`config.mk`:
```
export PLATFORM = sky130hd
export DESIGN_NAME = extracted_text_repair_filter_flat
export DESIGN_NICKNAME = d
export VERILOG_FILES = /design/src/hdl/etr_pkg.sv /design/src/hdl/etr_raw_if.sv /design/src/hdl/etr_clean_if.sv /design/src/hdl/etr_cfg_if.sv /design/src/hdl/etr_front.sv /design/src/hdl/etr_cmd_fifo.sv /design/src/hdl/etr_back.sv /design/src/hdl/extracted_text_repair_filter.sv /design/src/flat_wrapper.sv
export SDC_FILE = /design/constraint.sdc
export NUM_CORES = 1
export LEC_CHECK = 0
export BUFFER_PORTS_ARGS = -buffer_cell sky130_fd_sc_hd__buf_2
export CAP_MARGIN = 20
export CORE_MARGIN = 5
export CORE_UTILIZATION = 46
export DETAILED_ROUTE_END_ITERATION = 7
export HOLD_SLACK_MARGIN = 0.02
export PLACE_DENSITY = 0.68
export SLEW_MARGIN = 25
export SYNTH_ARGS = -nofsm -noshare
export SYNTH_HDL_FRONTEND = slang
export SYNTH_HIERARCHICAL = 1
export SYNTH_SLANG_ARGS = --single-unit
```
`constraint.sdc`:
```
create_clock -name clk -period 5.3 [get_ports clk]
set_input_delay 0.265 -clock clk [delete_from_list [all_inputs] [get_ports clk]]
set_output_delay 0.265 -clock clk [all_outputs]
set_load 0.1 [all_outputs]
```
`src/hdl/etr_pkg.sv`:
```
package etr_pkg;

    localparam int CP_W             = 21;
    localparam int HYPHEN_SLOTS     = 4;
    localparam int MAX_HELD_HYPHENS = 15;

    // Configuration register file.
    localparam int CFG_CODES = 4;
    localparam int CFG_IDX_W = 3;
    localparam int SLOTS_W   = 3;

    // Held hyphen count and the back end's element counter.
    localparam int CNT_W = $clog2(MAX_HELD_HYPHENS + 1);
    localparam int IDX_W = (CNT_W > 2) ? CNT_W : 2;

    // Command queue between the front and back ends.
    localparam int FIFO_DEPTH = 4;
    localparam int FIFO_PTR_W = $clog2(FIFO_DEPTH);
    localparam int FIFO_CNT_W = $clog2(FIFO_DEPTH + 1);

    localparam logic [CP_W-1:0] CP_LIG_FF       = 21'h0FB00;
    localparam logic [CP_W-1:0] CP_LIG_FI       = 21'h0FB01;
    localparam logic [CP_W-1:0] CP_LIG_FL       = 21'h0FB02;
    localparam logic [CP_W-1:0] CP_LIG_FFI      = 21'h0FB03;
    localparam logic [CP_W-1:0] CP_LIG_FFL      = 21'h0FB04;
    localparam logic [CP_W-1:0] CP_LIG_LONG_ST  = 21'h0FB05;
    localparam logic [CP_W-1:0] CP_LIG_ST       = 21'h0FB06;
    localparam logic [CP_W-1:0] CP_SOFT_HYPHEN  = 21'h000AD;
    localparam logic [CP_W-1:0] CP_EN_DASH      = 21'h02013;
    localparam logic [CP_W-1:0] CP_REPLACEMENT  = 21'h0FFFD;
    localparam logic [CP_W-1:0] CP_PUA_FIRST    = 21'h0E000;
    localparam logic [CP_W-1:0] CP_PUA_LAST     = 21'h0F8FF;
    localparam logic [CP_W-1:0] CP_TAB          = 21'h00009;
    localparam logic [CP_W-1:0] CP_SPACE        = 21'h00020;
    localparam logic [CP_W-1:0] CP_NBSP         = 21'h000A0;
    localparam logic [CP_W-1:0] CP_HYPHEN_MINUS = 21'h0002D;
    localparam logic [CP_W-1:0] CP_DIGIT_0      = 21'h00030;
    localparam logic [CP_W-1:0] CP_DIGIT_9      = 21'h00039;
    localparam logic [CP_W-1:0] CP_DEL          = 21'h0007F;
    localparam logic [CP_W-1:0] CP_C1_LAST      = 21'h0009F;
    localparam logic [CP_W-1:0] CP_LOWER_F      = 21'h00066;
    localparam logic [CP_W-1:0] CP_LOWER_I      = 21'h00069;
    localparam logic [CP_W-1:0] CP_LOWER_L      = 21'h0006C;
    localparam logic [CP_W-1:0] CP_LOWER_S      = 21'h00073;
    localparam logic [CP_W-1:0] CP_LOWER_T      = 21'h00074;

    typedef enum logic [CFG_IDX_W-1:0] {
        CFG_HYPHEN_A   = 3'd0,
        CFG_HYPHEN_B   = 3'd1,
        CFG_HYPHEN_C   = 3'd2,
        CFG_HYPHEN_D   = 3'd3,
        CFG_SLOTS_USED = 3'd4
    } cfg_index_t;

    typedef enum logic [1:0] {
        CMD_NONE,
        CMD_TEXT,
        CMD_LIG,
        CMD_RUN
    } cmd_kind_t;

    typedef enum logic [2:0] {
        PH_START,
        PH_SPACE,
        PH_MAIN,
        PH_DASH,
        PH_END
    } back_phase_t;

    // One decided code point as the back end carries it out.
    typedef struct packed {
        logic             space;
        cmd_kind_t        kind;
        logic [CP_W-1:0]  cp;
        logic             fffd;
        logic [CNT_W-1:0] dashes;
        logic             line_end;
    } cmd_t;

    function automatic logic is_digit(logic [CP_W-1:0] cp);
        return (cp >= CP_DIGIT_0) && (cp <= CP_DIGIT_9);
    endfunction

    function automatic logic is_unmapped(logic [CP_W-1:0] cp);
        return ((cp < CP_SPACE) && (cp != CP_TAB)) ||
               ((cp >= CP_DEL) && (cp <= CP_C1_LAST)) ||
               ((cp >= CP_PUA_FIRST) && (cp <= CP_PUA_LAST)) ||
               (cp == CP_REPLACEMENT);
    endfunction

    function automatic logic is_blank(logic [CP_W-1:0] cp);
        return (cp == CP_SPACE) || (cp == CP_TAB) || (cp == CP_NBSP);
    endfunction

    function automatic logic is_ligature(logic [CP_W-1:0] cp);
        return (cp >= CP_LIG_FF) && (cp <= CP_LIG_ST);
    endfunction

    // Position of the last letter of a ligature's expansion.
    function automatic logic [1:0] lig_last(logic [CP_W-1:0] lig);
        logic [1:0] last;
        case (lig)
            CP_LIG_FFI, CP_LIG_FFL: last = 2'd2;
            default:                last = 2'd1;
        endcase
        return last;
    endfunction

    function automatic logic [CP_W-1:0] lig_char(logic [CP_W-1:0] lig, logic [1:0] pos);
        logic [CP_W-1:0] ch;
        case (lig)
            CP_LIG_FF:  ch = CP_LOWER_F;
            CP_LIG_FI:  ch = (pos == 2'd0) ? CP_LOWER_F : CP_LOWER_I;
            CP_LIG_FL:  ch = (pos == 2'd0) ? CP_LOWER_F : CP_LOWER_L;
            CP_LIG_FFI: ch = (pos == 2'd2) ? CP_LOWER_I : CP_LOWER_F;
            CP_LIG_FFL: ch = (pos == 2'd2) ? CP_LOWER_L : CP_LOWER_F;
            default:    ch = (pos == 2'd0) ? CP_LOWER_S : CP_LOWER_T;
        endcase
        return ch;
    endfunction

endpackage

```
`src/hdl/etr_raw_if.sv`:
```
interface etr_raw_if;
    import etr_pkg::*;

    logic            valid;
    logic            ready;
    logic [CP_W-1:0] code_point;
    logic            line_end;

    modport source (output valid, code_point, line_end, input ready);
    modport sink   (input valid, code_point, line_end, output ready);
endinterface

```
`src/hdl/etr_clean_if.sv`:
```
interface etr_clean_if;
    import etr_pkg::*;

    logic            valid;
    logic            ready;
    logic [CP_W-1:0] out_code_point;
    logic            out_line_end;
    logic            line_empty;

    modport source (output valid, out_code_point, out_line_end, line_empty, input ready);
    modport sink   (input valid, out_code_point, out_line_end, line_empty, output ready);
endinterface

```
`src/hdl/etr_cfg_if.sv`:
```
interface etr_cfg_if;
    import etr_pkg::*;

    logic                 valid;
    logic                 ready;
    logic [CFG_IDX_W-1:0] index;
    logic [CP_W-1:0]      data;

    modport source (output valid, index, data, input ready);
    modport sink   (input valid, index, data, output ready);
endinterface

```
`src/hdl/etr_front.sv`:
```
module etr_front (
    input  logic          clk,
    input  logic          rst_n,
    etr_raw_if.sink       raw,
    etr_cfg_if.sink       cfg,
    output etr_pkg::cmd_t cmd,
    output logic          cmd_push,
    input  logic          q_full
);
    import etr_pkg::*;

    logic [CP_W-1:0]    hyph_code_reg [CFG_CODES];
    logic [SLOTS_W-1:0] slots_used_reg;

    logic [CP_W-1:0]  held_point_reg, held_point_next;
    logic             held_valid_reg, held_valid_next;
    logic             bh_digit_reg, bh_digit_next;
    logic             bh_unm_reg, bh_unm_next;
    logic             run_open_reg, run_open_next;
    logic             run_digit_reg, run_digit_next;
    logic [CNT_W-1:0] run_cnt_reg, run_cnt_next;
    logic             space_pend_reg, space_pend_next;
    logic             emitted_reg, emitted_next;
    logic             final_pend_reg, final_pend_next;

    logic             accept, final_go, dec_go;
    logic             has_next, next_unm, next_dig, cur_unm, hyph, has_push, space_set;
    logic             run_open_d, run_digit_d, fffd;
    logic [CNT_W-1:0] run_cnt_d, dashes;
    logic [CP_W-1:0]  out_cp;
    cmd_kind_t        kind;

    assign cfg.ready = 1'b1;

    always_ff @(posedge clk or negedge rst_n)
    begin
        if (!rst_n)
        begin
            for (int k = 0; k < CFG_CODES; k++)
            begin
                hyph_code_reg[k] <= '0;
            end
            slots_used_reg <= '0;
        end
        else if (cfg.valid)
        begin
            case (cfg.index)
                CFG_HYPHEN_A:   hyph_code_reg[0] <= cfg.data;
                CFG_HYPHEN_B:   hyph_code_reg[1] <= cfg.data;
                CFG_HYPHEN_C:   hyph_code_reg[2] <= cfg.data;
                CFG_HYPHEN_D:   hyph_code_reg[3] <= cfg.data;
                CFG_SLOTS_USED: slots_used_reg   <= cfg.data[SLOTS_W-1:0];
                default:        ;
            endcase
        end
    end

    // After a line-end transaction the front end takes no input while the last
    // code point is decided on its own, with nothing after it.
    assign raw.ready = !final_pend_reg && !q_full;
    assign accept    = raw.valid && raw.ready;
    assign final_go  = final_pend_reg && !q_full;
    assign dec_go    = (accept && held_valid_reg) || final_go;

    // Decide the held code point from its neighbors.
    always_comb
    begin
        has_next = !final_pend_reg;
        next_unm = has_next && is_unmapped(raw.code_point);
        next_dig = has_next && is_digit(raw.code_point);
        cur_unm  = is_unmapped(held_point_reg);

        hyph = 1'b0;
        for (int k = 0; k < CFG_CODES; k++)
        begin
            if ((k < HYPHEN_SLOTS) && (SLOTS_W'(k) < slots_used_reg) &&
                (hyph_code_reg[k] == held_point_reg))
            begin
                hyph = 1'b1;
            end
        end

        kind        = CMD_NONE;
        out_cp      = held_point_reg;
        fffd        = 1'b0;
        dashes      = '0;
        run_open_d  = run_open_reg;
        run_digit_d = run_digit_reg;
        run_cnt_d   = run_cnt_reg;
        space_set   = 1'b0;

        if (is_ligature(held_point_reg))
        begin
            kind = CMD_LIG;
        end
        else if ((held_point_reg == CP_SOFT_HYPHEN) && has_next)
        begin
            kind = CMD_NONE;
        end
        else if (hyph)
        begin
            if (run_open_reg)
            begin
                if (run_cnt_reg < CNT_W'(MAX_HELD_HYPHENS))
                begin
                    run_cnt_d = run_cnt_reg + CNT_W'(1);
                end
            end
            else
            begin
                kind   = CMD_TEXT;
                out_cp = (bh_digit_reg && next_dig) ? CP_EN_DASH : CP_HYPHEN_MINUS;
            end
        end
        else if (cur_unm)
        begin
            if (!bh_unm_reg)
            begin
                run_open_d  = 1'b1;
                run_digit_d = bh_digit_reg;
                run_cnt_d   = '0;
            end
        end
        else if (is_blank(held_point_reg))
        begin
            space_set = emitted_reg;
        end
        else
        begin
            kind = CMD_TEXT;
        end

        // The run closes on its last unmapped member.
        if (run_open_d && cur_unm && !next_unm)
        begin
            fffd   = run_digit_d || next_dig;
            dashes = run_cnt_d;
            if (fffd || (run_cnt_d != '0))
            begin
                kind = CMD_RUN;
            end
            run_open_d  = 1'b0;
            run_digit_d = 1'b0;
            run_cnt_d   = '0;
        end

        has_push = (kind != CMD_NONE);
    end

    always_comb
    begin
        cmd.space    = space_pend_reg && has_push;
        cmd.kind     = kind;
        cmd.cp       = out_cp;
        cmd.fffd     = fffd;
        cmd.dashes   = dashes;
        cmd.line_end = final_pend_reg;
        cmd_push     = dec_go && (has_push || final_pend_reg);
    end

    always_comb
    begin
        held_point_next = held_point_reg;
        held_valid_next = held_valid_reg;
        bh_digit_next   = bh_digit_reg;
        bh_unm_next     = bh_unm_reg;
        run_open_next   = run_open_reg;
        run_digit_next  = run_digit_reg;
        run_cnt_next    = run_cnt_reg;
        space_pend_next = space_pend_reg;
        emitted_next    = emitted_reg;
        final_pend_next = final_pend_reg;

        if (final_go)
        begin
            held_valid_next = 1'b0;
            bh_digit_next   = 1'b0;
            bh_unm_next     = 1'b0;
            run_open_next   = 1'b0;
            run_digit_next  = 1'b0;
            run_cnt_next    = '0;
            space_pend_next = 1'b0;
            emitted_next    = 1'b0;
            final_pend_next = 1'b0;
        end
        else if (accept)
        begin
            if (held_valid_reg)
            begin
                bh_digit_next   = is_digit(held_point_reg);
                bh_unm_next     = cur_unm;
                run_open_next   = run_open_d;
                run_digit_next  = run_digit_d;
                run_cnt_next    = run_cnt_d;
                space_pend_next = has_push ? 1'b0 : (space_set || space_pend_reg);
                emitted_next    = emitted_reg || has_push;
            end
            held_point_next = raw.code_point;
            held_valid_next = 1'b1;
            final_pend_next = raw.line_end;
        end
    end

    always_ff @(posedge clk or negedge rst_n)
    begin
        if (!rst_n)
        begin
            held_valid_reg <= 1'b0;
            bh_digit_reg   <= 1'b0;
            bh_unm_reg     <= 1'b0;
            run_open_reg   <= 1'b0;
            run_digit_reg  <= 1'b0;
            run_cnt_reg    <= '0;
            space_pend_reg <= 1'b0;
            emitted_reg    <= 1'b0;
            final_pend_reg <= 1'b0;
        end
        else
        begin
            held_valid_reg <= held_valid_next;
            bh_digit_reg   <= bh_digit_next;
            bh_unm_reg     <= bh_unm_next;
            run_open_reg   <= run_open_next;
            run_digit_reg  <= run_digit_next;
            run_cnt_reg    <= run_cnt_next;
            space_pend_reg <= space_pend_next;
            emitted_reg    <= emitted_next;
            final_pend_reg <= final_pend_next;
        end
    end

    always_ff @(posedge clk)
    begin
        held_point_reg <= held_point_next;
    end

    a_final_has_held: assert property (@(posedge clk) disable iff (!rst_n)
        final_pend_reg |-> held_valid_reg)
        else $error("line end pending without a held code point");

    a_line_state_cleared: assert property (@(posedge clk) disable iff (!rst_n)
        (cmd_push && cmd.line_end) |=> (!held_valid_reg && !emitted_reg && !run_open_reg))
        else $error("line state not cleared after the line end");

endmodule

```
`src/hdl/etr_cmd_fifo.sv`:
```
module etr_cmd_fifo (
    input  logic          clk,
    input  logic          rst_n,
    input  etr_pkg::cmd_t wr_cmd,
    input  logic          push,
    output logic          full,
    output etr_pkg::cmd_t rd_cmd,
    output logic          rd_valid,
    input  logic          pop
);
    import etr_pkg::*;

    cmd_t                  mem_reg [FIFO_DEPTH];
    logic [FIFO_PTR_W-1:0] wr_ptr_reg, wr_ptr_next;
    logic [FIFO_PTR_W-1:0] rd_ptr_reg, rd_ptr_next;
    logic [FIFO_CNT_W-1:0] count_reg, count_next;

    assign full     = (count_reg == FIFO_CNT_W'(FIFO_DEPTH));
    assign rd_valid = (count_reg != '0);
    assign rd_cmd   = mem_reg[rd_ptr_reg];

    always_comb
    begin
        wr_ptr_next = push ? wr_ptr_reg + FIFO_PTR_W'(1) : wr_ptr_reg;
        rd_ptr_next = pop  ? rd_ptr_reg + FIFO_PTR_W'(1) : rd_ptr_reg;
        case ({push, pop})
            2'b10:   count_next = count_reg + FIFO_CNT_W'(1);
            2'b01:   count_next = count_reg - FIFO_CNT_W'(1);
            default: count_next = count_reg;
        endcase
    end

    always_ff @(posedge clk or negedge rst_n)
    begin
        if (!rst_n)
        begin
            wr_ptr_reg <= '0;
            rd_ptr_reg <= '0;
            count_reg  <= '0;
        end
        else
        begin
            wr_ptr_reg <= wr_ptr_next;
            rd_ptr_reg <= rd_ptr_next;
            count_reg  <= count_next;
        end
    end

    always_ff @(posedge clk)
    begin
        if (push)
        begin
            mem_reg[wr_ptr_reg] <= wr_cmd;
        end
    end

    a_count_bound: assert property (@(posedge clk) disable iff (!rst_n)
        count_reg <= FIFO_CNT_W'(FIFO_DEPTH))
        else $error("command queue overfilled");

endmodule

```
`src/hdl/etr_back.sv`:
```
module etr_back (
    input  logic          clk,
    input  logic          rst_n,
    input  etr_pkg::cmd_t head,
    input  logic          head_valid,
    output logic          pop,
    etr_clean_if.source   clean
);
    import etr_pkg::*;

    back_phase_t      phase_reg, phase_next, cur_phase;
    logic [IDX_W-1:0] idx_reg, idx_next, cur_idx;
    logic [CP_W-1:0]  ready_cp_reg, ready_cp_next;
    logic             ready_valid_reg, ready_valid_next;
    logic             out_valid_reg, out_valid_next;
    logic [CP_W-1:0]  out_cp_reg, out_cp_next;
    logic             out_end_reg, out_end_next;
    logic             out_empty_reg, out_empty_next;

    logic             end_step, emits_out, out_free, step, finish;
    logic [CP_W-1:0]  push_cp;

    function automatic back_phase_t body_phase(cmd_t c);
        back_phase_t p;
        case (c.kind)
            CMD_TEXT, CMD_LIG: p = PH_MAIN;
            CMD_RUN:           p = c.fffd ? PH_MAIN : PH_DASH;
            default:           p = PH_END;
        endcase
        return p;
    endfunction

    assign cur_phase = (phase_reg == PH_START) ?
                       (head.space ? PH_SPACE : body_phase(head)) : phase_reg;
    assign cur_idx   = (phase_reg == PH_START) ? '0 : idx_reg;

    // Output side: one element of the current command per step. The newest
    // pushed code point waits in the ready register so that the end mark
    // can ride on it.
    always_comb
    begin
        end_step = 1'b0;
        push_cp  = CP_SPACE;
        case (cur_phase)
            PH_SPACE: push_cp = CP_SPACE;
            PH_MAIN:
            begin
                case (head.kind)
                    CMD_TEXT: push_cp = head.cp;
                    CMD_LIG:  push_cp = lig_char(head.cp, cur_idx[1:0]);
                    default:  push_cp = CP_REPLACEMENT;
                endcase
            end
            PH_DASH:  push_cp = CP_HYPHEN_MINUS;
            PH_END:   end_step = 1'b1;
            default:  end_step = 1'b0;
        endcase
        emits_out = end_step || ready_valid_reg;
        out_free  = !out_valid_reg || clean.ready;
        step      = head_valid && (!emits_out || out_free);
    end

    always_comb
    begin
        phase_next = phase_reg;
        idx_next   = idx_reg;
        pop        = 1'b0;
        finish     = 1'b0;
        if (step)
        begin
            case (cur_phase)
                PH_SPACE:
                begin
                    phase_next = body_phase(head);
                    idx_next   = '0;
                end
                PH_MAIN:
                begin
                    if ((head.kind == CMD_LIG) &&
                        (cur_idx < IDX_W'(lig_last(head.cp))))
                    begin
                        phase_next = PH_MAIN;
                        idx_next   = cur_idx + IDX_W'(1);
                    end
                    else if ((head.kind == CMD_RUN) && (head.dashes != '0))
                    begin
                        phase_next = PH_DASH;
                        idx_next   = '0;
                    end
                    else
                    begin
                        finish = 1'b1;
                    end
                end
                PH_DASH:
                begin
                    if ((cur_idx + IDX_W'(1)) < IDX_W'(head.dashes))
                    begin
                        phase_next = PH_DASH;
                        idx_next   = cur_idx + IDX_W'(1);
                    end
                    else
                    begin
                        finish = 1'b1;
                    end
                end
                PH_END:
                begin
                    phase_next = PH_START;
                    idx_next   = '0;
                    pop        = 1'b1;
                end
                default:
                begin
                    phase_next = PH_START;
                end
            endcase
            if (finish)
            begin
                idx_next = '0;
                if (head.line_end)
                begin
                    phase_next = PH_END;
                end
                else
                begin
                    phase_next = PH_START;
                    pop        = 1'b1;
                end
            end
        end
    end

    always_comb
    begin
        ready_cp_next    = ready_cp_reg;
        ready_valid_next = ready_valid_reg;
        out_valid_next   = out_valid_reg && !clean.ready;
        out_cp_next      = out_cp_reg;
        out_end_next     = out_end_reg;
        out_empty_next   = out_empty_reg;
        if (step)
        begin
            if (emits_out)
            begin
                out_valid_next = 1'b1;
                out_cp_next    = ready_valid_reg ? ready_cp_reg : '0;
                out_end_next   = end_step;
                out_empty_next = end_step && !ready_valid_reg;
            end
            if (end_step)
            begin
                ready_valid_next = 1'b0;
            end
            else
            begin
                ready_cp_next    = push_cp;
                ready_valid_next = 1'b1;
            end
        end
    end

    always_ff @(posedge clk or negedge rst_n)
    begin
        if (!rst_n)
        begin
            phase_reg       <= PH_START;
            idx_reg         <= '0;
            ready_valid_reg <= 1'b0;
            out_valid_reg   <= 1'b0;
        end
        else
        begin
            phase_reg       <= phase_next;
            idx_reg         <= idx_next;
            ready_valid_reg <= ready_valid_next;
            out_valid_reg   <= out_valid_next;
        end
    end

    always_ff @(posedge clk)
    begin
        ready_cp_reg  <= ready_cp_next;
        out_cp_reg    <= out_cp_next;
        out_end_reg   <= out_end_next;
        out_empty_reg <= out_empty_next;
    end

    assign clean.valid          = out_valid_reg;
    assign clean.out_code_point = out_cp_reg;
    assign clean.out_line_end   = out_end_reg;
    assign clean.line_empty     = out_empty_reg;

    a_end_clears_ready: assert property (@(posedge clk) disable iff (!rst_n)
        (step && end_step) |=> (!ready_valid_reg && out_valid_reg && out_end_reg))
        else $error("line end did not flush the pending code point");

    a_empty_line_form: assert property (@(posedge clk) disable iff (!rst_n)
        (out_valid_reg && out_empty_reg) |-> (out_end_reg && (out_cp_reg == '0)))
        else $error("empty-line transaction is malformed");

endmodule

```
`src/hdl/extracted_text_repair_filter.sv`:
```
// Extracted text repair filter: cleans a text line streamed one code point
// per transaction on the raw channel (code_point, line_end) and delivers the
// repaired code points on the clean channel; out_line_end marks the last one,
// and a line that leaves no text yields a single transaction with line_empty.
// The cfg channel writes the hyphen codes and the slot count; it is always
// ready and should only be written while the filter is idle.
// The front end takes one code point per cycle while the queue has room
// and no line end is pending, and decides it once the next one has
// arrived; after a line_end transaction it waits while the last one is
// decided on its own. Decisions travel through a four-entry command queue
// to the back end, which produces one code point per cycle while the
// receiver takes them: plain text gives one, a ligature two or three, a
// closed unmapped run up to one plus the number of held hyphens, a squeezed
// space one more, and the line end is a step of its own. In a steady stream
// a code point waits in the front end for its successor, passes the queue
// and back end, then waits in the ready register for a successor or line end.
// When the receiver stalls, the output register holds, the back end waits,
// the queue fills, and raw.ready drops. Reset clears the line state, the
// queue, and the configuration registers to zero.
module extracted_text_repair_filter (
    input  logic        clk,
    input  logic        rst_n,
    etr_raw_if.sink     raw,
    etr_clean_if.source clean,
    etr_cfg_if.sink     cfg
);
    import etr_pkg::*;

    cmd_t front_cmd;
    cmd_t head_cmd;
    logic cmd_push;
    logic q_full;
    logic head_valid;
    logic head_pop;

    etr_front u_front (
        .clk      (clk),
        .rst_n    (rst_n),
        .raw      (raw),
        .cfg      (cfg),
        .cmd      (front_cmd),
        .cmd_push (cmd_push),
        .q_full   (q_full)
    );

    etr_cmd_fifo u_fifo (
        .clk      (clk),
        .rst_n    (rst_n),
        .wr_cmd   (front_cmd),
        .push     (cmd_push),
        .full     (q_full),
        .rd_cmd   (head_cmd),
        .rd_valid (head_valid),
        .pop      (head_pop)
    );

    etr_back u_back (
        .clk        (clk),
        .rst_n      (rst_n),
        .head       (head_cmd),
        .head_valid (head_valid),
        .pop        (head_pop),
        .clean      (clean)
    );

endmodule
```
`src/flat_wrapper.sv`:
```
// flat-port wrapper written by rule: the top's interface ports become plain ports
module extracted_text_repair_filter_flat import etr_pkg::*;
  (clk, rst_n, raw_valid, raw_code_point, raw_line_end, raw_ready, clean_valid, clean_out_code_point, clean_out_line_end, clean_line_empty, clean_ready, cfg_valid, cfg_index, cfg_data, cfg_ready);
  etr_raw_if raw_i ();
  etr_clean_if clean_i ();
  etr_cfg_if cfg_i ();
  input  logic clk;
  input  logic rst_n;
  input wire logic [$bits(raw_i.valid)-1:0] raw_valid;
  input wire logic [$bits(raw_i.code_point)-1:0] raw_code_point;
  input wire logic [$bits(raw_i.line_end)-1:0] raw_line_end;
  output wire logic [$bits(raw_i.ready)-1:0] raw_ready;
  output wire logic [$bits(clean_i.valid)-1:0] clean_valid;
  output wire logic [$bits(clean_i.out_code_point)-1:0] clean_out_code_point;
  output wire logic [$bits(clean_i.out_line_end)-1:0] clean_out_line_end;
  output wire logic [$bits(clean_i.line_empty)-1:0] clean_line_empty;
  input wire logic [$bits(clean_i.ready)-1:0] clean_ready;
  input wire logic [$bits(cfg_i.valid)-1:0] cfg_valid;
  input wire logic [$bits(cfg_i.index)-1:0] cfg_index;
  input wire logic [$bits(cfg_i.data)-1:0] cfg_data;
  output wire logic [$bits(cfg_i.ready)-1:0] cfg_ready;
  assign raw_i.valid = raw_valid;
  assign raw_i.code_point = raw_code_point;
  assign raw_i.line_end = raw_line_end;
  assign raw_ready = raw_i.ready;
  assign clean_valid = clean_i.valid;
  assign clean_out_code_point = clean_i.out_code_point;
  assign clean_out_line_end = clean_i.out_line_end;
  assign clean_line_empty = clean_i.line_empty;
  assign clean_i.ready = clean_ready;
  assign cfg_i.valid = cfg_valid;
  assign cfg_i.index = cfg_index;
  assign cfg_i.data = cfg_data;
  assign cfg_ready = cfg_i.ready;
  extracted_text_repair_filter u_core (.clk(clk), .rst_n(rst_n), .raw(raw_i), .clean(clean_i), .cfg(cfg_i));
endmodule
```
**Word-level counts from Yosys, hierarchy flattened**

Memories as Yosys holds them, arrays and structs flattened.
Cells that the tools add are included.

- RAM bits: 120
- Output and inout bits: 26
- Input port bits: 51
- Word-level logic and storage cells: 283
- Flip-flop bits (word level): 180
- Memories kept: 1

- Reductions and logical operators: 79
- Magnitude comparators: 23
- Add/subtract/negate cells: 6
- Bitwise gates (word level): 2
- Equality and inequality tests: 34
- Multiplexer cells: 112

Memories:

| name | depth | width | read ports | clocked after Yosys merged registers in | write ports | line | text |
|---|---|---|---|---|---|---|---|
| u_core.u_fifo.mem_reg | 4 | 30 | 1 | 0 | 1 | etr_cmd_fifo.sv:13 | `cmd_t mem_reg [FIFO_DEPTH];` |

Operators with widths:

| kind | number |
|---|---|
| equality test 21 x 16 -> 1 bit (second input constant) | 7 |
| equality test 21 bit | 4 |
| two-way mux 21 bit | 4 |
| two-way mux 4 bit | 21 |
| one-hot mux 21 bit (2 select lines) | 2 |
| greater-or-equal comparator 21 x 16 -> 1 bit (second input constant) | 3 |
| <= comparator 21 x 16 -> 1 bit (second input constant) | 3 |
| two-way mux 1 bit | 62 |
| equality test 21 x 8 -> 1 bit (second input constant) | 2 |
| greater-or-equal comparator 21 x 6 -> 1 bit (second input constant) | 2 |
| greater-or-equal comparator 21 x 7 -> 1 bit (second input constant) | 2 |
| <= comparator 21 x 6 -> 1 bit (second input constant) | 2 |
| <= comparator 21 x 8 -> 1 bit (second input constant) | 2 |
| < comparator 21 x 6 -> 1 bit (second input constant) | 2 |
| != test 21 x 4 -> 1 bit (second input constant) | 2 |
| logical AND 1 bit | 30 |
| one-hot mux 5 bit (5 select lines) | 1 |
| two-way mux 3 bit | 8 |
| equality test 21 x 4 -> 1 bit (second input constant) | 1 |
| equality test 21 x 6 -> 1 bit (second input constant) | 1 |
| AND reduction 2 bit | 9 |
| logical OR 1 bit | 17 |
| two-way mux 2 bit | 8 |
| two-way mux 14 bit | 1 |
| 30 further kinds | 60 |

**Longest topological paths before layout**

An unclocked memory read counts as a cell.

- Word-level depth: 22
- Gate-level depth with buffers: 19
- Gate-level depth less buffers: 17

**Modules after synthesis**

Netlist, hierarchy kept.

By module, submodules not included:

| module | area an instance (um^2) | times used | seq. area each (um^2) | cells an instance |
|---|---|---|---|---|
| etr_front | 6513.7 | 1 | 3108.0 | 568 |
| etr_cmd_fifo | 4769.6 | 1 | 3778.6 | 193 |
| etr_back | 2881.5 | 1 | 1546.5 | 269 |

**Worst setup path before layout**

No wires, ideal clock.

- Path type: reg-to-reg
- From: reg u_core.u_fifo.rd_ptr_reg[0]
- To: reg u_core.u_fifo.count_reg[2]
- Stages on the path, launching flop included: 20
- Data required time: 5.221 ns
- Setup time: 0.079 ns
- Arrival time: 4.658 ns
- Clock period less this slack: 4.738 ns
- Slack: 0.562 ns
- Cells stage by stage: dfrtp_1 > buf_6 > buf_12 > mux4_2 > or4_1 > nor2_1 > and3_1 > nand2_1 > ha_1 > inv_1 > nor4_1 > a21oi_2 > o32a_1 > o31ai_1 > ha_1 > inv_1 > fa_1 > xor2_1 > nor2_1 > xor2_1

RTL lines:

| element | line | text |
|---|---|---|
| start, declared | etr_cmd_fifo.sv:15 | `logic [FIFO_PTR_W-1:0] rd_ptr_reg, rd_ptr_next;` |
| start signal, assigned | etr_cmd_fifo.sv:44 | `rd_ptr_reg <= rd_ptr_next;` |
| end signal, assigned | etr_cmd_fifo.sv:45 | `count_reg <= count_next;` |
| end, declared | etr_cmd_fifo.sv:16 | `logic [FIFO_CNT_W-1:0] count_reg, count_next;` |

==> impl_metrics.env <==
export IMPL_largest_register_ff_count=120
export IMPL_use_met3_pct=3.21
export IMPL_nNetsFinal=1203
export IMPL_final_layout_size_suffix_gt1_share_pct=26.8
export IMPL_dr_pass1_iters=6
export IMPL_grt_pass1_wl_um=48000
export IMPL_finalMaxSlewViolations=0
export IMPL_tightest_slew_ns=0.843
export IMPL_place_gp_congestion=0.874
export IMPL_dpl_instance_area_um2=14900
export IMPL_ant_nets=0
export IMPL_top_usage_layer="met2"
export IMPL_cts_root_buf="clkbuf_16"
export IMPL_die_area_um2=34400
export IMPL_yosysSeqAreaShare_pct=59.5
export IMPL_fin_area_um2=16400
export IMPL_layout_common_cells="edfxtp_1, dfrtp_1, mux2_2"
export IMPL_fin_skew_ns=0.0181
export IMPL_yosys_area_top_type="edfxtp_1"
export IMPL_port_buffer_count=75
export IMPL_grt_overflow_total=0
export IMPL_core_area_um2=30500
export IMPL_wl_per_cell_um=19.4
export IMPL_cpLargestDelayFamily="simple AND/OR/NAND/NOR gates"
export IMPL_drc=0
export IMPL_powerDensity_nw_per_um2=567
export IMPL_viasPerCell=5.55
export IMPL_clock_sinks=300
export IMPL_drv_cap=0
export IMPL_synth_nets=1099
export IMPL_dpl_hpwl_um=20600
export IMPL_setup_tns_ns=0
export IMPL_fin_hold_ws_ns=0.0424
export IMPL_grt_max_degree=67
export IMPL_syn_inst=1030
export IMPL_drt_wl_total_um=30200
export IMPL_grt_usage_pct=17.7
export IMPL_fin_cells=1555
export IMPL_synth_area_um2=14200
export IMPL_fin_crit_ns=4.97
export IMPL_cp_data_required_time_ns=5.72
export IMPL_syn2layout_area_growth_pct=15.8
export IMPL_htreeDepth=2
export IMPL_outcome="finished, final reports clean"
export IMPL_cts_tree="done"
export IMPL_cts_inserted_buffers=34
export IMPL_start_kind="flip-flop"
export IMPL_boundaryPins=77
export IMPL_yosys_warnings=6
export IMPL_cp_arrival_ns=5.40
export IMPL_vias=8634
export IMPL_grt_use_met2_pct=28.7
export IMPL_leakage_nw=6.32
export IMPL_dp_cells=1467
export IMPL_clk_pin_slew_ns=0.06
export IMPL_synthArstFlopShare_pct=38.3
export IMPL_postLayoutCoreUtil_pct=53.8
export IMPL_drt_initial_drc_count=585
export IMPL_crit_path_max_fanout=11
export IMPL_synth_cell_types=83
export IMPL_synth_seq_cells=300
export IMPL_clk_path_buf_depth=3
export IMPL_antenna_cells=0
export IMPL_slowest_stage="dfrtp_4"
export IMPL_die_h_um=185
export IMPL_synthFlopType="edfxtp_1"
export IMPL_endpoint_kind="flip-flop"
export IMPL_start_util_pct=46.4
export IMPL_peakVddDrop_mv=0.269
export IMPL_grt_setup_unrepaired="false"
export IMPL_synth_area_top_cells="edfxtp_1, dfrtp_1, mux2_2, xor2_1, mux4_2"
export IMPL_synth_edf_count=185
export IMPL_crit_chain="buf_4 > mux4_2 > or2_2 > nor3_1 > and3_1 > nand2_1 > ha_1 > inv_1 > nor4_1 > a21oi_2 > o32a_1 > o31ai_2 > ha_1 > inv_1 > fa_1 > xor2_1 > nor2_1 > xor2_1"
export IMPL_clock_fmax_mhz=201
export IMPL_antenna_found_initial=0
export IMPL_final_common_cell="edfxtp_1"
export IMPL_yosysTopAreaCellShare_pct=39.2
export IMPL_hold_class="primary input to flip-flop"
export IMPL_setup_viol=0
export IMPL_die_w_um=185
export IMPL_num_rows=64
export IMPL_path_buf_inv=3
export IMPL_met1_usage_pct=24.9
export IMPL_slew_limit_headroom_pct=43.4
export IMPL_min_period_over_period_pct=93.8
export IMPL_clock_latency_ns=0.51
export IMPL_max_stage_delay_ns=0.53
export IMPL_final_hold_violation_count=0
export IMPL_avgSynthCellArea_um2=13.8
export IMPL_path_class="flip-flop to flip-flop"
export IMPL_grt_pass1_vias=8728
[worst reg2reg max path: stages, from the launching register on]
cell and delay (ns):
dfrtp_4 0.53, buf_4 0.23, mux4_2 0.52, or2_2 0.35, nor3_1 0.23, and3_1 0.28
nand2_1 0.08, ha_1 0.30, inv_1 0.04, nor4_1 0.42, a21oi_2 0.17, o32a_1 0.40
o31ai_2 0.25, ha_1 0.23, inv_1 0.06, fa_1 0.37, xor2_1 0.17, nor2_1 0.11
xor2_1 0.17
[metal layers]
metal,share of wire (%),vias to the layer above
li1,-,4047
met1,45,4265
met2,47,271
met3,5.7,51
met4,2.2,0
met5,0,-
[final cells by class]
class | count | area, µm²
flip-flops and latches | 300 | 8440
multi-input cells | 649 | 5320
clock inverters | 18 | 313
repair buffers | 124 | 810
fillers | 2492 | 14100
inverters | 25 | 93.8
well taps | 396 | 495
clock buffers | 43 | 936
[power by group]
| part | total [mW] | internal (mW) | switching, mW |
|---|---|---|---|
| clock network | 2.57 | 1.65 | 0.917 |
| registers | 3.68 | 3.29 | 0.385 |
| logic | 3.05 | 1.05 | 2.00 |
[through the flow]
step           power [mW]  setup WS, ns
4_1_cts              9.36         0.106
5_1_grt              9.77        0.0698
2_1_floorplan        6.09         0.562
3_3_place_gp         6.69         0.248
3_5_place_dp         6.74         0.122
6_report             9.29         0.327
[repair_timing]
item                       in CTS  in global routing
resized for setup               0                  2
setup buffers                   0                  3
hold endpoints to repair       90                  0
hold buffers                   24                  0
setup endpoints to repair       0                  1
[synth_stat cells, drive strengths merged (17+ instances only)]
master    n
edfxtp  185
dfrtp   115
mux2     88
xor2     82
nand2    55
buf      41
nor2     39
and2     33
mux4     30
o21ai    30
nor4     26
inv      25
nor2b    25
a21oi    24
nor3     23
and3     17
ha       17
nand3    17
[worst paths after layout]
path | startpoint | end | slack [ns] | cells after the start
worst min register to register | u_core/u_fifo/count_reg[0] | u_core/u_fifo/count_reg[0] | 0.49 | 1
worst max register to register | u_core/u_fifo/rd_ptr_reg[0] | u_core/u_fifo/count_reg[2] | 0.33 | 18
max in group asynchronous | rst_n | u_core/u_front/hyph_code_reg[63] | 3.86 | 3
min in group asynchronous | rst_n | u_core/u_front/hyph_code_reg[83] | 0.35 | 2
worst max-delay path | u_core/u_fifo/rd_ptr_reg[0] | u_core/u_fifo/count_reg[2] | 0.33 | 18
worst min-delay path | cfg_data[20] | u_core/u_front/hyph_code_reg[83] | 0.04 | 2
[cells by family after synthesis]
| family | Yosys count | share of synthesized area (%) |
|---|---|---|
| AO/OA/AOI/OAI | 115 | 5.87 |
| AND/OR/NAND/NOR | 299 | 11.9 |
| adder cells (fa/ha/maj) | 18 | 1.64 |
| flip-flops | 300 | 59.5 |
| XOR/XNOR | 92 | 5.69 |
| other | 1 | 0.0265 |
| buffers and inverters | 81 | 3.12 |
| multiplexers | 124 | 12.2 |
Note: power is estimated with default switching activity, not from simulation.
